**src/hdl/sfc_pkg.sv**
```systemverilog
package sfc_pkg;

  localparam int FRAC_BITS  = 8;
  localparam int NUM_PLANES = 6;

  localparam int LANE_W     = 16;
  localparam int ROW_W      = 4 * LANE_W;
  localparam int CENTER_W   = 3 * LANE_W;
  localparam int DIAM_W     = 15;
  localparam int PLANE_W    = 4 * LANE_W;
  localparam int CFG_IDX_W  = 3;

  // Full-width products and sums: nothing saturates.
  localparam int PROD_W     = 2 * LANE_W;
  localparam int CTR_W      = PROD_W + 2;
  localparam int PP_W       = LANE_W + CTR_W;
  localparam int DOT_W      = PP_W + 2;
  localparam int CMP_W      = DOT_W + 1;

  // Squared column length and the radicand of the square root.
  localparam int S_W        = 2 * LANE_W;
  localparam int XW         = S_W + 2 * FRAC_BITS;
  localparam int ROOT_CELLS = XW / 2;
  localparam int LEN_W      = ROOT_CELLS;
  localparam int RAD_W      = LEN_W + DIAM_W;

  typedef logic [PLANE_W-1:0] planes_t [NUM_PLANES];

  typedef struct packed {
    logic [3:0][ROW_W-1:0] rows;
    logic [CENTER_W-1:0]   center;
    logic [DIAM_W-1:0]     diam;
    logic                  skip;
  } obj_t;

  // One slot of the root chain: partial square root plus the object's sideband.
  typedef struct packed {
    logic                    valid;
    logic [XW-1:0]           rem;
    logic [XW-1:0]           root;
    logic [XW-1:0]           probe;
    logic signed [DOT_W-1:0] min_dot;
    logic [DIAM_W-1:0]       diam;
  } cell_t;

endpackage

```
**src/hdl/sfc_back.sv**
```systemverilog
module sfc_back (
  input  logic           clk,
  input  logic           rst_n,
  input  sfc_pkg::cell_t cell_i,
  output logic           rdy_o,
  output logic           out_valid,
  input  logic           out_ready,
  output logic           out_culled
);

  logic                              m_valid_r;
  logic [sfc_pkg::RAD_W-1:0]         rad_r, rad_nxt;
  logic signed [sfc_pkg::DOT_W-1:0]  dot_r;
  logic                              out_valid_r;
  logic                              culled_r, culled_nxt;
  logic                              en_out;
  logic signed [sfc_pkg::CMP_W-1:0]  twice_dot, neg_rad;
  logic [sfc_pkg::LEN_W-1:0]         len;

  assign en_out = !out_valid_r || out_ready;
  assign rdy_o  = !m_valid_r || en_out;

  assign len     = cell_i.root[sfc_pkg::LEN_W-1:0];
  assign rad_nxt = sfc_pkg::RAD_W'(cell_i.diam) * sfc_pkg::RAD_W'(len);

  assign twice_dot  = {dot_r, 1'b0};
  assign neg_rad    = -$signed(sfc_pkg::CMP_W'(rad_r));
  assign culled_nxt = twice_dot < neg_rad;

  always_ff @(posedge clk) begin
    if (!rst_n) begin
      m_valid_r   <= 1'b0;
      out_valid_r <= 1'b0;
    end else begin
      if (rdy_o) begin
        m_valid_r <= cell_i.valid;
      end
      if (en_out) begin
        out_valid_r <= m_valid_r;
      end
    end
  end

  always_ff @(posedge clk) begin
    if (rdy_o) begin
      rad_r <= rad_nxt;
      dot_r <= cell_i.min_dot;
    end
    if (en_out) begin
      culled_r <= culled_nxt;
    end
  end

  assign out_valid  = out_valid_r;
  assign out_culled = culled_r;

endmodule

```
**config.mk**
```make
export PLATFORM = sky130hd
export DESIGN_NAME = sfc_back
export DESIGN_NICKNAME = d
export VERILOG_FILES = /design/src/hdl/sfc_pkg.sv /design/src/hdl/sfc_back.sv
export SDC_FILE = /design/constraint.sdc
export NUM_CORES = 1
export LEC_CHECK = 0
export ABC_AREA = 1
export BUFFER_PORTS_ARGS = -buffer_cell sky130_fd_sc_hd__buf_2
export CAP_MARGIN = 20
export CELL_PAD_IN_SITES_DETAIL_PLACEMENT = 1
export CELL_PAD_IN_SITES_GLOBAL_PLACEMENT = 2
export CORE_MARGIN = 8
export CORE_UTILIZATION = 36
export DETAILED_ROUTE_END_ITERATION = 8
export GPL_TIMING_DRIVEN = 0
export PLACE_DENSITY_LB_ADDON = 0.1
export SLEW_MARGIN = 20
export SYNTH_ARGS = -nofsm -noshare
export SYNTH_HDL_FRONTEND = slang
export SYNTH_SLANG_ARGS = --single-unit
```
**constraint.sdc**
```tcl
create_clock -name clk -period 6.98 [get_ports clk]
set_input_delay 1.047 -clock clk [delete_from_list [all_inputs] [get_ports clk]]
set_output_delay 1.047 -clock clk [all_outputs]
set_load 0.01 [all_outputs]
```
==> impl_metrics.sql <==
INSERT INTO impl_metrics (metric_group, metric, value, unit) VALUES
('status', 'outcome', 'complete, no violations', ''),
('logic_synthesis', 'yosysWarningCount', '0', ''),
('global_routing', 'grt_use_met2', '0.372', ''),
('clock_tree', 'cts.root.buffer_cell', 'sky130_fd_sc_hd__clkbuf_16', ''),
('clock_tree', 'cts_buffers', '9', ''),
('sta', 'fmax', '0.149', 'GHz'),
('global_routing', 'grtUsageMet3', '0.0151', ''),
('route', 'final_routed_drc_violation_total', '0', ''),
('sta', 'report.final.hold_viol_count', '0', ''),
('logic_synthesis', 'synth.area.mux_share', '0', ''),
('place', 'gpl.final_weighted_congestion', '0.864', ''),
('global_routing', 'maximum_number_of_pins_on_one_net_before_global_route_repair', '51', ''),
('global_routing', 'grt_total_ovfl', '0', ''),
('logic_synthesis', 'synth_nets', '2841', ''),
('critical_path', 'cp_data_arrival_time', '6.84', 'ns'),
('finish', 'share_of_post_route_cells_with_drive_strength_above_1', '0.0893', ''),
('clock_tree', 'tritoncts', 'built', ''),
('place', 'hpwl_dp', '47500', 'um'),
('logic_synthesis', 'fraction_of_synthesized_cell_area_in_xor_and_xnor_cells', '0.0270', ''),
('finish', 'areaGrowthSynthToFinish', '9.80', '%'),
('route', 'detail-route-antenna-nets', '0', ''),
('floorplan', 'floorplan.rows', '80', ''),
('critical_path', 'nature_of_the_critical_path_startpoint', 'primary input', ''),
('route', 'wire_per_inst', '18.9', 'um'),
('route', 'num_vias', '13871', ''),
('floorplan', 'fp.coreArea', '47800', 'sq um'),
('sta', 'period_needed', '6.73', 'ns'),
('clock_tree', 'ctsHtreeMaxLevel', '3', ''),
('finish', 'fin_util', '0.401', ''),
('global_routing', 'grt_antenna_before_repair', '0', ''),
('clock_tree', 'clkSinkCount', '94', ''),
('logic_synthesis', 'synth_sequential_area_ratio', '0.160', ''),
('min_path', 'kind_of_path_behind_the_tightest_hold_check', 'flip-flop to flip-flop', ''),
('sta', 'final_cycle_share', '0.964', ''),
('critical_path', 'criticalPathCategory', 'primary input to flip-flop', ''),
('finish', 'mostFrequentLayoutCells', 'sky130_fd_sc_hd__nand2_1 (627), sky130_fd_sc_hd__inv_1 (581), sky130_fd_sc_hd__fa_1 (284)', ''),
('critical_path', 'path_max_fanout', '10', ''),
('logic_synthesis', 'synthTopCellsByArea', 'sky130_fd_sc_hd__fa_1 (32%), sky130_fd_sc_hd__edfxtp_1 (16%), sky130_fd_sc_hd__nand2_1 (13%), sky130_fd_sc_hd__inv_1 (12%), sky130_fd_sc_hd__ha_1 (11%)', ''),
('logic_synthesis', 'complex_gate_fraction_of_the_synthesized_area', '0.0298', ''),
('route', 'detail_route.vias_per_cell', '4.77', ''),
('global_routing', 'via_count_of_the_first_global_routing_pass', '15895', ''),
('sta', 'worstMarginPinSlew', '0.719', 'ns'),
('clock_tree', 'clockBufferDepth', '2', ''),
('floorplan', 'die_h', '236', 'um'),
('critical_path', 'end_kind', 'flip-flop', ''),
('logic_synthesis', 'post_syn_area_per_cell', '8.00', 'sq um'),
('finish', 'antenna_diode_instance_count', '0', ''),
('logic_synthesis', 'netlist_area', '17500', 'sq um'),
('logic_synthesis', 'yosysUniqueCellTypes', '40', ''),
('logic_synthesis', 'combinational_family_with_the_most_area_after_synthesis', 'adder cells', ''),
('route', 'drt_pre_antenna_iters', '7', ''),
('finish', 'num-nets-final', '2945', ''),
('logic_synthesis', 'synth_top_cell_by_area', 'sky130_fd_sc_hd__fa_1', ''),
('clock_tree', 'cts-hold-fix-buffers', '0', ''),
('finish', 'most_frequent_standard_cell_in_the_layout_excluding_fill_and_tap_cells', 'sky130_fd_sc_hd__nand2_1', ''),
('route', 'finalWirelength', '55100', 'um'),
('critical_path', 'cp_data_required_time', '7.09', 'ns'),
('logic_synthesis', 'synth_simple_gate_area_frac', '0.208', ''),
('sta', 'grt_setup_unrepaired', 'no', ''),
('logic_synthesis', 'ys_ff_latch', '94', ''),
('clock_tree', 'cts.reportedPaths.clkPinSlew', '0.07', 'ns'),
('logic_synthesis', 'post_synth_inst_count', '2186', ''),
('floorplan', 'dieArea', '55900', 'sq um'),
('sta', 'setup-violations-final', '0', ''),
('global_routing', 'grt-busiest-layer', 'met2', ''),
('global_routing', 'met1_routing_resource_usage_after_global_routing', '0.256', ''),
('sta', 'timing.clock.skew', '0.00853', 'ns'),
('global_routing', 'grt_use_total', '0.201', ''),
('place', 'place.port_buffers', '97', ''),
('sta', 'slew-limit-headroom', '0.520', ''),
('floorplan', 'initial_util', '0.366', '');
## per-layer routing
layer | vias up | part of all wire
met5 | - | 0
li1 | 6622 | -
met4 | 0 | 0.015
met3 | 34 | 0.031
met2 | 226 | 0.51
met1 | 6989 | 0.45
## final cells by class
class                           count  area [sq um]
Clock inverter                      7           141
Multi-Input combinational cell   1449         12300
Buffer                             51           260
Clock buffer                        9           225
Timing Repair Buffer               98           513
Inverter                          587          2210
Fill cell                        5884         28600
Tap cell                          615           769
Sequential cell                    94          2800
## worst paths after layout
kind	from	to	slack (ns)	cells past startpoint
worst max register to register	rad_r[0]	out_culled	3.69	20
worst min-delay path	m_valid_r	out_valid	0.49	2
worst max-delay path	cell_i[122]	rad_r[30]	0.25	21
worst min register to register	m_valid_r	out_valid	0.49	2
## flip-flops by register name, indices dropped and copies added (netlist names)
signal and count:
m_valid_r 1, out_valid 1, out_culled 1, dot_r 52
rad_r 39
## synthesized netlist by cell type (all sizes together)
| master | number |
|---|---|
| o21a | 1 |
| or2 | 1 |
| nor3 | 27 |
| clkbuf | 56 |
| a31oi | 1 |
| nor4 | 5 |
| o21ai | 26 |
| inv | 585 |
| nand2 | 630 |
| xor2 | 39 |
| ha | 156 |
| nor2 | 121 |
| xnor2 | 14 |
| o21bai | 2 |
| nand3 | 60 |
| edfxtp | 92 |
| and2 | 3 |
| a21oi | 58 |
| o211ai | 2 |
| nand4 | 9 |
| dfxtp | 2 |
| fa | 284 |
| clkinv | 2 |
| nand3b | 3 |
| a21o | 7 |
## what timing repair did
item / in CTS / in global routing
pin swaps: 0 / 0
resized for setup: 11 / 87
endpoints found under the setup margin: 8 / 16
## through the flow
step	hold WS, ns	area [sq um]	setup slack (ns)	setup TNS, ns	instances
2_1_floorplan	0.427	17500	0.944	0	2186
3_3_place_gp	0.445	18800	-0.554	-6.14	2898
3_5_place_dp	0.485	18800	-0.632	-7.40	2899
4_1_cts	0.494	19200	0.00378	0	2914
5_1_grt	0.531	19200	0.00170	0	2910
6_report	0.490	19200	0.254	0	2910
## critical path, cell delays in order
cell	delay, ns
sky130_fd_sc_hd__buf_2	0.23
sky130_fd_sc_hd__buf_2	0.34
sky130_fd_sc_hd__nand2_1	0.14
sky130_fd_sc_hd__fa_1	0.60
sky130_fd_sc_hd__inv_1	0.07
sky130_fd_sc_hd__fa_1	0.44
sky130_fd_sc_hd__fa_1	0.55
sky130_fd_sc_hd__fa_1	0.54
sky130_fd_sc_hd__fa_1	0.55
sky130_fd_sc_hd__inv_1	0.06
sky130_fd_sc_hd__fa_1	0.61
sky130_fd_sc_hd__inv_1	0.08
sky130_fd_sc_hd__ha_1	0.37
sky130_fd_sc_hd__a21oi_1	0.28
sky130_fd_sc_hd__o21ai_0	0.21
sky130_fd_sc_hd__a21oi_1	0.16
sky130_fd_sc_hd__nand3_1	0.24
sky130_fd_sc_hd__nand2_1	0.17
sky130_fd_sc_hd__nand2_1	0.06
sky130_fd_sc_hd__nand2_1	0.06
sky130_fd_sc_hd__nand2_1	0.05
## kinds of logic after synthesis
| family | after synthesis |
|---|---|
| AND/OR/NAND/NOR | 859 |
| buffers and inverters | 643 |
| adder cells (fa/ha/maj) | 440 |
| AO/OA/AOI/OAI | 97 |
| flip-flops | 94 |
| XOR/XNOR | 53 |
Power is not shown: default switching activity piles up to over one toggle a cycle in this logic, so the estimate is an artifact.
