===== config.mk =====
export PLATFORM = sky130hd
export DESIGN_NAME = sfc_root_cell
export DESIGN_NICKNAME = d
export VERILOG_FILES = /design/src/hdl/sfc_pkg.sv /design/src/hdl/sfc_root_cell.sv
export SDC_FILE = /design/constraint.sdc
export NUM_CORES = 1
export LEC_CHECK = 0
export BUFFER_PORTS_ARGS = -buffer_cell sky130_fd_sc_hd__buf_2
export CELL_PAD_IN_SITES_DETAIL_PLACEMENT = 0
export CELL_PAD_IN_SITES_GLOBAL_PLACEMENT = 1
export CORE_ASPECT_RATIO = 1.2
export CORE_MARGIN = 1.5
export CORE_UTILIZATION = 37
export CTS_CLUSTER_SIZE = 40
export DETAILED_ROUTE_END_ITERATION = 12
export PLACE_DENSITY = 0.76
export SYNTH_ARGS = -nofsm -noshare
export SYNTH_HDL_FRONTEND = slang
export SYNTH_SLANG_ARGS = --single-unit

===== constraint.sdc =====
create_clock -name clk -period 6.2 [get_ports clk]
set_input_delay 0.62 -clock clk [delete_from_list [all_inputs] [get_ports clk]]
set_output_delay 0.62 -clock clk [all_outputs]
set_load 0.005 [all_outputs]

===== src/hdl/sfc_pkg.sv =====
package sfc_pkg;

  localparam int FRAC_BITS  = 8;
  localparam int NUM_PLANES = 6;

  localparam int LANE_W     = 16;
  localparam int ROW_W      = 4 * LANE_W;
  localparam int CENTER_W   = 3 * LANE_W;
  localparam int DIAM_W     = 15;
  localparam int PLANE_W    = 4 * LANE_W;
  localparam int CFG_IDX_W  = 3;

  // Full-width products and sums: nothing saturates.
  localparam int PROD_W     = 2 * LANE_W;
  localparam int CTR_W      = PROD_W + 2;
  localparam int PP_W       = LANE_W + CTR_W;
  localparam int DOT_W      = PP_W + 2;
  localparam int CMP_W      = DOT_W + 1;

  // Squared column length and the radicand of the square root.
  localparam int S_W        = 2 * LANE_W;
  localparam int XW         = S_W + 2 * FRAC_BITS;
  localparam int ROOT_CELLS = XW / 2;
  localparam int LEN_W      = ROOT_CELLS;
  localparam int RAD_W      = LEN_W + DIAM_W;

  typedef logic [PLANE_W-1:0] planes_t [NUM_PLANES];

  typedef struct packed {
    logic [3:0][ROW_W-1:0] rows;
    logic [CENTER_W-1:0]   center;
    logic [DIAM_W-1:0]     diam;
    logic                  skip;
  } obj_t;

  // One slot of the root chain: partial square root plus the object's sideband.
  typedef struct packed {
    logic                    valid;
    logic [XW-1:0]           rem;
    logic [XW-1:0]           root;
    logic [XW-1:0]           probe;
    logic signed [DOT_W-1:0] min_dot;
    logic [DIAM_W-1:0]       diam;
  } cell_t;

endpackage


===== src/hdl/sfc_root_cell.sv =====
module sfc_root_cell (
  input  logic           clk,
  input  logic           rst_n,
  input  sfc_pkg::cell_t cell_i,
  output logic           rdy_o,
  output sfc_pkg::cell_t cell_o,
  input  logic           rdy_i
);

  sfc_pkg::cell_t     cell_r, cell_nxt;
  logic [sfc_pkg::XW:0] trial;

  assign rdy_o = !cell_r.valid || rdy_i;

  // One bit of the root: subtract root+probe if it fits, then advance the probe.
  always_comb begin
    cell_nxt = cell_i;
    trial    = {1'b0, cell_i.root} + {1'b0, cell_i.probe};
    if ({1'b0, cell_i.rem} >= trial) begin
      cell_nxt.rem  = cell_i.rem - trial[sfc_pkg::XW-1:0];
      cell_nxt.root = (cell_i.root >> 1) + cell_i.probe;
    end else begin
      cell_nxt.root = cell_i.root >> 1;
    end
    cell_nxt.probe = cell_i.probe >> 2;
  end

  always_ff @(posedge clk) begin
    if (!rst_n) begin
      cell_r.valid <= 1'b0;
    end else if (rdy_o) begin
      cell_r <= cell_nxt;
    end
  end

  assign cell_o = cell_r;

endmodule


==> results of run 1 <==
kinds of logic after synthesis:
kind of cell | Yosys count | share of synthesized area [%]
fa+ha+maj | 146 | 12.0
compound gates | 476 | 20.2
mux | 87 | 6.74
other cells | 1 | 0.0243
flops | 210 | 40.8
buf+inv | 85 | 2.37
simple gates | 338 | 10.7
xor+xnor | 126 | 7.15
cell usage in the layout, fill, tap and decap left out, types with 48 or more instances in the layout:
master    count
a21o_1      103
xnor2_1      76
buf_4        48
ha_1        143
buf_2       425
edfxtp_1    209
o21ai_0      64
a21oi_1     147
nor2_1       85
xor2_1       50
nand2_1      87
mux2_2       64
critical path, stage by stage:
cell      delay, ps
buf_2           120
ha_1            240
inv_1            90
fa_1            190
nand2b_1        150
a21oi_2         100
o211ai_1        270
a31oi_1         190
a221oi_1        480
nor2_1          100
a211oi_1        350
nor2_1          110
a311o_1         380
xnor2_1         170
ha_1            320
and2_1          140
and2_1          140
nand2_1          70
nor3_1          250
a31oi_1         160
a21boi_0        150
a31oi_1         180
o211a_4         380
buf_12          240
mux2_2          360
stage by stage:
stage | utilization, % | total power, mW | setup WS (ps) | cell area, um^2
2_1_floorplan | - | 3.24 | 64.8 | 15400
3_3_place_gp | 45.2 | 4.00 | 27.5 | 18500
3_5_place_dp | 45.2 | 4.01 | -46.6 | 18500
4_1_cts | 47.3 | 5.60 | 527 | 19300
5_1_grt | 47.3 | 5.85 | 101 | 19400
6_report | 47.3 | 5.55 | 504 | 19400
layer usage:
metal  vias to the layer above  global-route usage [%]
li1                       6545                       -
met5                         -                       0
met3                        78                    6.35
met2                       482                    43.2
met4                        10                    8.22
met1                      6335                    26.4
power breakdown:
part | internal [mW] | switching, mW
sequential | 1.75 | 0.0455
combinational | 0.982 | 1.20
clock | 0.917 | 0.646
total | 3.65 | 1.89
path summary, 6_finish.rpt:
kind | startpoint | to | slack [ps] | cells after the start
worst max-delay path | cell_i[67] | cell_o[180] | 500 | 25
worst min-delay path | cell_i[50] | cell_o[50] | 240 | 1
worst max register to register | cell_o[211] | cell_o[92] | 4130 | 3
worst min register to register | cell_o[211] | cell_o[211] | 560 | 2
cell type report:
cell class                      instances  area share (%)
Inverter                               37           0.717
Sequential cell                       210            32.5
Antenna cell                            6          0.0775
Clock inverter                         19            1.17
Timing Repair Buffer                  478            13.4
Multi-Input combinational cell       1175            45.4
Tap cell                              539            3.48
Clock buffer                           27            3.27
==> out/results.txt, run 1 <==
status: finished clean
Max clock buf depth: 3
final cell count without fillers: 2491
synth top area cells: edfxtp_1, ha_1, a21o_1
Setup Viol. Count Final: 0
Synth cell types: 66
register area: 6300 um^2
Placed Cells: 2439
GRT Overall Usage: 23.7%
CTS Buf Count: 25
CTS tree: built
CP Max Fanout: 27
max reg flops: 210
Port Buffer Count: 425
Synth top cells by count: edfxtp_1, a21oi_1, ha_1
io pins: 428
core area: 40900 um^2
DIE WIDTH: 189 um
row count: 81
HP Class: input pin to flop
Final Cycle Share: 91.9%
global-route wire length before repair: 77.5 mm
critical path endpoint category: flop
WHS: 242 ps
post-CTS setup repair buffer count: 0
Hold-fix buffers, CTS: 0
number of synthesis warnings: 0
H-tree depth: 1
M1 wire length: 20.0 mm
Remaining Overflow, GRT: 0
Die Height: 227 um
hpwl dp: 43.7 mm
Nets: 2288
Skew-Pair Late Insertion Delay: 560 ps
Via-to-Cell Ratio: 5.40
WL per Instance: 21.2 um
Synth top area share: 40.6%
Async S/R FF share, synth: 0%
initial antenna violation count: 12
Syn Area/Cell: 10.5 um^2
ys flop type: edfxtp_1
vias in the first global route: 13.5k
die footprint: 43000 um^2
worst vdd ir: 0.222 mV
clock transition at the registers of the reported paths: 60 ps
sequential area share after synthesis: 40.8%
DR WL met3: 4.54 mm
largest net degree at the start of global routing: 124
worst rel slew slack: 43.1%
CP startpoint kind: input pin
Num Clock Sinks: 210
share of post-route cells with drive strength above 1: 31.8%
Pleak: 8.64 nW
Max Cap Viol: 0
Placer Congestion: 0.914
Initial Util: 37.7%
unrepaired setup endpoints after global routing: no
EDFF count, synth: 209
setup_tns: 0 ps
clock root cell: clkbuf_16
met2 wire length: 26.6 mm
Crit Path Class: input pin to flop
crit path DAT: 5990 ps
Resize count post-CTS: 0
WP data required: 6500 ps
Total Wirelength: 52.9 mm
Final Hold Viols: 0
post-synth top area cell: edfxtp_1
Initial DRC Count: 733
worst-margin pin slew: 831 ps
P&R area growth vs syn: 25.4%
post-route ant nets: 0
fillers: 3917
Synth Register Bits: 210
DRC Markers: 0
1st-pass router iterations: 5
min Tclk post-route: 5700 ps
Worst Skew: 12.4 ps
area of the multi-input gates: 8790 um^2
Gate Count Post-Synth: 1469
most common cell in the netlist: edfxtp_1
Max Used Layer: met5
via count: 13.5k
Syn Std Cell Area: 15400 um^2
final max-slew violation count: 0
PD cells: 286 nW/um^2
max frequency: 176 MHz
(Power assumes the default switching activity.)
==> run 2: changes to the inputs <==
--- a/config.mk
+++ b/config.mk
@@ -10,10 +10,10 @@
 export CELL_PAD_IN_SITES_GLOBAL_PLACEMENT = 1
 export CORE_ASPECT_RATIO = 1.2
 export CORE_MARGIN = 1.5
-export CORE_UTILIZATION = 37
+export CORE_UTILIZATION = 44
 export CTS_CLUSTER_SIZE = 40
 export DETAILED_ROUTE_END_ITERATION = 12
-export PLACE_DENSITY = 0.76
+export PLACE_DENSITY = 0.85
 export SYNTH_ARGS = -nofsm -noshare
 export SYNTH_HDL_FRONTEND = slang
 export SYNTH_SLANG_ARGS = --single-unit
==> constraint.sdc (replaced) <==
create_clock -name clk -period 7.2 [get_ports clk]
set_input_delay 0.72 -clock clk [delete_from_list [all_inputs] [get_ports clk]]
set_output_delay 0.72 -clock clk [all_outputs]
set_load 0.005 [all_outputs]
==> run 2 against run 1 <==
Total power is 18% lower. Die area is 16% lower. Setup slack better by 290 ps. Flip-flop and latch count stayed put. Design area is 2.6% lower. Critical path depth is 1 lower. Routed wire length is 9.2% lower. Register-to-register slack better by 870 ps. Via count is 1.2% lower. Clock power is 19% lower. First-iteration DRC count is 5.2% higher.
==> out/results.txt, run 2 (same netlist as run 1, synthesis figures left out) <==
status: finished clean
Setup Viol. Count Final: 0 (unchanged)
critical path's slowest cell: a2111oi_0
P&R area growth vs syn: 22.2%
Worst Skew: 11.1 ps (-1.34 ps)
CTS tree: built
Placer Congestion: 0.978 (+6.9%)
Initial Util: 44.4% (+6.6 points)
Min-Delay Endpoint: cell_o[1]
io pins: 428 (unchanged)
PD cells: 242 nW/um^2 (-15%)
min-delay src: cell_i[1]
setup_tns: 0 ps (unchanged)
H-tree depth: 1 (unchanged)
WP data required: 7490 ps (+990 ps)
crit path DAT: 6700 ps (+710 ps)
reg-to-reg slack, setup: 5000 ps (+870 ps)
largest net degree at the start of global routing: 100 (-19%)
CP Max Fanout: 36 (+33%)
Hold-fix buffers, CTS: 0 (unchanged)
Final Cell Area: 18900 um^2 (-2.6%)
Resize count post-CTS: 0 (unchanged)
1st-pass router iterations: 5 (unchanged)
die footprint: 36200 um^2 (-16%)
Die Height: 208 um (-8.2%)
worst rel slew slack: 40.7% (-2.5 points)
RR Endpoint: cell_o[150]
share of post-route cells with drive strength above 1: 29.9% (-1.8 points)
RR Startpoint: cell_o[211]
Pleak: 8.40 nW (-2.8%)
core area: 34800 um^2 (-15%)
Nets: 2242 (-2.0%)
Final Cycle Share: 89.0%
vias in the first global route: 12.9k (-4.0%)
most common cell after layout, fill and taps aside: buf_2
Num Clock Sinks: 210 (unchanged)
CTS Buf Count: 24 (-4.0%)
clock transition at the registers of the reported paths: 60 ps (about the same)
fin util: 54.2% (+6.9 points)
Placed Cells: 2317 (-5.0%)
CP startpoint kind: input pin
DRC Markers: 0 (unchanged)
Initial DRC Count: 771 (+5.2%)
post-CTS setup repair buffer count: 0 (unchanged)
Crit Path Class: input pin to flop
clock root cell: clkbuf_16
worst vdd ir: 0.171 mV (-23%)
global-route wire length before repair: 71.8 mm (-7.4%)
Total Wirelength: 48.0 mm (-9.2%)
worst-margin pin slew: 890 ps (+58.3 ps)
post-route ant nets: 0 (unchanged)
HP Class: input pin to flop
GRT Overall Usage: 25.5% (+1.8 points)
max frequency: 156 MHz
Hold Crit Depth: 1 (unchanged)
via count: 13.3k (-1.2%)
final cell count without fillers: 2362 (-5.2%)
initial antenna violation count: 7 (-5)
Max Cap Viol: 0 (unchanged)
worst-case reg-to-reg path depth: 3 (unchanged)
critical path endpoint category: flop
largest stage delay on the critical path: 450 ps (-30 ps)
Cell Area, Placed: 18100 um^2 (-2.3%)
most frequent cells in the layout: buf_2, edfxtp_1, a21oi_1
Port Buffer Count: 425 (unchanged)
fillers: 3160 (-19%)
Max clock buf depth: 3 (unchanged)
final max-slew violation count: 0 (unchanged)
unrepaired setup endpoints after global routing: no
Remaining Overflow, GRT: 0 (unchanged)
Final Hold Viols: 0 (unchanged)
DIE WIDTH: 174 um (-8.2%)
min Tclk post-route: 6410 ps
WL per Instance: 20.3 um (-4.2%)
row count: 75 (-7.4%)
Skew-Pair Late Insertion Delay: 550 ps (about the same)
max reg flops: 210 (unchanged)
hpwl dp: 39.2 mm (-10%)
Via-to-Cell Ratio: 5.63 (+4.2%)
crit-path cells: buf_2 -> ha_1 -> a21o_1 -> o21bai_1 -> a2111oi_0 -> buf_4 -> nand3b_1 -> o211ai_1 -> a21oi_1 -> o22ai_1 -> o21ai_0 -> a41oi_1 -> xor2_1 -> ha_1 -> and3_1 -> and2_1 -> nand2_1 -> nor3_1 -> a31oi_1 -> a21boi_0 -> a31oi_1 -> o211a_4 -> buf_12 -> mux2_2
[run 2: cell types whose count changed in the layout (fill, tap and decap cells not counted), moves of 2 or more]
cell / previous run / this run
clkinvlp_4: 3 / 1
inv_6: 6 / 4
clkinv_4: 1 / 3
buf_4: 48 / 3
clkinv_2: 3 / 1
diode_2: 6 / 3
[run 2: worst max-delay path by stage]
stage	startpoint	to	cells past startpoint
floorplan	rdy_i	cell_o[0]	2
global placement	cell_i[83]	cell_o[172]	24
detailed placement	cell_i[83]	cell_o[171]	24
CTS	cell_i[83]	cell_o[171]	24
global route	cell_i[83]	cell_o[160]	24
finish	cell_i[83]	cell_o[171]	24
[run 2: where the power goes]
part | internal (mW) | switching, mW | leakage (nW) | total [mW]
combinational | 0.782 | 0.982 | 5.98 | 1.76
clock | 0.728 | 0.533 | 0.386 | 1.26
sequential | 1.51 | 0.0370 | 2.03 | 1.55
total | 3.02 | 1.55 | 8.40 | 4.57
[run 2: worst max-delay path, delay by kind of cell]
kind / cells / cell delay (ps)
multiplexers: 1 / 360
adder cells (fa/ha/maj): 2 / 840
AND/OR/NAND/NOR: 5 / 890
AO/OA/AOI/OAI: 12 / 3170
XOR/XNOR: 1 / 140
buffers and inverters: 3 / 570
[run 2: per-stage QoR]
stage	setup slack [ps]	power [mW]	hold slack (ps)
floorplan	965	2.79	537
global placement	485	3.32	513
global route	397	4.81	322
CTS	892	4.60	320
finish	791	4.57	340
detailed placement	367	3.33	524
[run 2: cell type report]
type	count	area [um^2]	area share, %
antenna	3	7.51	0.0398
tap	462	578	3.06
timing repair buffer	433	2250	11.9
sequential	210	6300	33.4
clock inverter	15	188	0.995
multi-input combinational	1175	8790	46.6
inverter	37	139	0.736
clock buffer	27	612	3.24
[run 2: layer usage]
metal / global-route usage (%) / up-vias / wire (um)
met3: 5.32 / 94 / 3650
met5: 0 / - / 62
met2: 46.3 / 477 / 24100
li1: - / 6444 / -
met1: 29.0 / 6267 / 18400
met4: 10.0 / 8 / 1790
==> run 3: changes to the inputs <==
--- a/config.mk
+++ b/config.mk
@@ -8,7 +8,6 @@
 export BUFFER_PORTS_ARGS = -buffer_cell sky130_fd_sc_hd__buf_2
 export CELL_PAD_IN_SITES_DETAIL_PLACEMENT = 0
 export CELL_PAD_IN_SITES_GLOBAL_PLACEMENT = 1
-export CORE_ASPECT_RATIO = 1.2
 export CORE_MARGIN = 1.5
 export CORE_UTILIZATION = 44
 export CTS_CLUSTER_SIZE = 40
==> run 3 against run 2 <==
Die area barely moved. Routed wire length fell by 4.6%. Clock-buffer cell count rose by 4. Design area rose by 0.13%. Register-to-register slack got worse by 60 ps. Highest routed layer unchanged. Non-clock buffer count rose by 2. Via count barely moved. Critical path depth did not move. Clock power barely moved. Largest power group unchanged. Sequential share of layout area barely moved.
==> out/results.txt, run 3 (same netlist as run 1, synthesis figures left out) <==
Die Height: 190 um (-8.6%)
Port Buffer Count: 425 (unchanged)
worst-case reg-to-reg path depth: 3 (unchanged)
clock transition at the registers of the reported paths: 60 ps (about the same)
Comb pwr share: 38.2% (-0.4 points)
core area: 34500 um^2 (-0.78%)
WL per Instance: 19.4 um (-4.6%)
Buf+Inv Stages, Crit Path: 3 (unchanged)
Psw: 1.53 mW (-1.1%)
Hold-fix buffers, CTS: 0 (unchanged)
1st-pass router iterations: 6 (+1)
CP Max Fanout: 28 (-22%)
CTS tree: built
Crit path max-delay family: compound AO/OA/AOI/OAI gates
Remaining Overflow, GRT: 0 (unchanged)
worst rel slew slack: 45.2% (+4.5 points)
Total Wirelength: 45.8 mm (-4.6%)
most common cell after layout, fill and taps aside: buf_2
hpwl dp: 36.6 mm (-6.6%)
Resize count post-CTS: 0 (unchanged)
crit-path cells: buf_2 -> ha_1 -> a21o_1 -> o21bai_1 -> a2111oi_0 -> buf_4 -> nand3b_1 -> o211ai_1 -> a21oi_1 -> o22ai_1 -> o21ai_0 -> a41oi_1 -> xor2_1 -> ha_1 -> and3_1 -> and2_1 -> nand2_1 -> nor3_1 -> a31oi_1 -> a21boi_0 -> a31oi_1 -> o211a_4 -> buf_12 -> mux2_2
max reg flops: 210 (unchanged)
post-CTS setup repair buffer count: 0 (unchanged)
GRT Overall Usage: 24.2% (-1.3 points)
clock root cell: clkbuf_16
critical path endpoint category: flop
Hold Crit Depth: 1 (unchanged)
Place WS: 312 ps (-55.4 ps)
largest stage delay on the critical path: 540 ps (+90 ps)
worst vdd ir: 0.188 mV (+9.8%)
setup_tns: 0 ps (unchanged)
Via-to-Cell Ratio: 5.62 (about the same)
initial antenna violation count: 6 (-1)
fin util: 54.7% (+0.49 points)
die footprint: 36200 um^2 (about the same)
Pleak: 8.43 nW (+0.39%)
Nets: 2246 (+0.18%)
Setup Viol. Count Final: 0 (unchanged)
Initial Util: 44.7% (+0.35 points)
switching share of power: 33.5% (-0.46 points)
post-route ant nets: 0 (unchanged)
Placer Congestion: 0.929 (-5.0%)
vias in the first global route: 12.7k (-2.0%)
most frequent cells in the layout: buf_2, edfxtp_1, a21oi_1
share of post-route cells with drive strength above 1: 30.1% (+0.14 points)
Max Cap Viol: 0 (unchanged)
min Tclk post-route: 6490 ps (+84.5 ps)
status: finished clean
critical path's slowest cell: a2111oi_0
final setup margin: 706 ps (-84.5 ps)
unrepaired setup endpoints after global routing: no
worst-margin pin slew: 822 ps (-68.0 ps)
final max-slew violation count: 0 (unchanged)
Clock Power Share: 28.1% (+0.5 points)
HP Class: input pin to flop
crit path DAT: 6780 ps (+80 ps)
DIE WIDTH: 190 um (+9.4%)
Num Clock Sinks: 210 (unchanged)
Max clock buf depth: 3 (unchanged)
Skew-Pair Late Insertion Delay: 540 ps (about the same)
H-tree depth: 1 (unchanged)
max frequency: 154 MHz (-1.3%)
io pins: 428 (unchanged)
Final Cycle Share: 90.2% (+1.2 points)
Crit. path cell count: 24 (unchanged)
CTS Buf Count: 26 (+8.3%)
P&R area growth vs syn: 22.3%
via count: 13.3k (-0.090%)
global-route wire length before repair: 68.9 mm (-3.9%)
Crit Path Class: input pin to flop
WP data required: 7490 ps (about the same)
Reg power frac: 33.8% (about the same)
cell-internal power: 3.05 mW (+0.92%)
largest net degree at the start of global routing: 102 (+2.0%)
Final Hold Viols: 0 (unchanged)
row count: 68 (-9.3%)
Initial DRC Count: 977 (+27%)
PD cells: 243 nW/um^2 (+0.11%)
Worst Skew: 11.0 ps (-0.0507 ps)
DRC Markers: 0 (unchanged)
CP startpoint kind: input pin
[run 3: cell types whose count changed in the layout (fill, tap and decap cells not counted), sizes merged]
cell | previous run | this run
clkinv | 7 | 12
diode | 3 | 1
inv | 41 | 39
buf | 433 | 435
bufinv | 3 | 2
clkbuf | 27 | 31
[run 3: worst register-to-register path: stages (launching register included)]
cell and delay [ps]:
dfxtp_1 320, nand2b_1 110, and2_4 680, buf_4 740
[run 3: layer usage]
metal	vias up	wire [um]	GRT usage [%]	share of wire, %
met2	485	21600	40.5	47
met3	71	3190	4.38	7.0
li1	6475	-	-	-
met1	6237	20000	32.5	44
met5	-	70	0	0.15
met4	10	884	5.21	1.9
[run 3: power by group through the flow]
| stage | logic, mW | clock network, mW | registers (mW) |
|---|---|---|---|
| after floorplan | 1.19 | 0 | 1.59 |
| after global placement | 1.72 | 0 | 1.57 |
| after detailed placement | 1.73 | 0 | 1.57 |
| after CTS | 1.74 | 1.32 | 1.55 |
| after global routing | 1.92 | 1.36 | 1.56 |
| final | 1.75 | 1.29 | 1.55 |
[run 3: final cells by class]
| type | count | area [um^2] |
|---|---|---|
| Sequential cell | 210 | 6300 |
| Fill cell | 3158 | 15700 |
| Tap cell | 455 | 569 |
| Inverter | 37 | 139 |
| Clock inverter | 17 | 144 |
| Antenna cell | 1 | 2.50 |
| Timing Repair Buffer | 435 | 2250 |
| Clock buffer | 31 | 691 |
| Multi-Input combinational cell | 1175 | 8790 |
[run 3: worst paths after layout]
path / slack (ps) / startpoint / endpoint
setup / recovery: 710 / cell_i[83] / cell_o[146]
hold / removal: 350 / cell_i[19] / cell_o[19]
setup reg to reg: 4940 / cell_o[211] / cell_o[201]
hold reg to reg: 570 / cell_o[211] / cell_o[211]
[run 3: metrics by stage]
stage / hold slack, ps / area (um^2) / cells / total power [mW]
2_1_floorplan: 537 / 15400 / 1470 / 2.79
4_1_cts: 320 / 18900 / 2360 / 4.61
3_5_place_dp: 544 / 18000 / 2312 / 3.30
5_1_grt: 328 / 18900 / 2360 / 4.84
6_report: 348 / 18900 / 2361 / 4.58
3_3_place_gp: 526 / 18000 / 2312 / 3.29
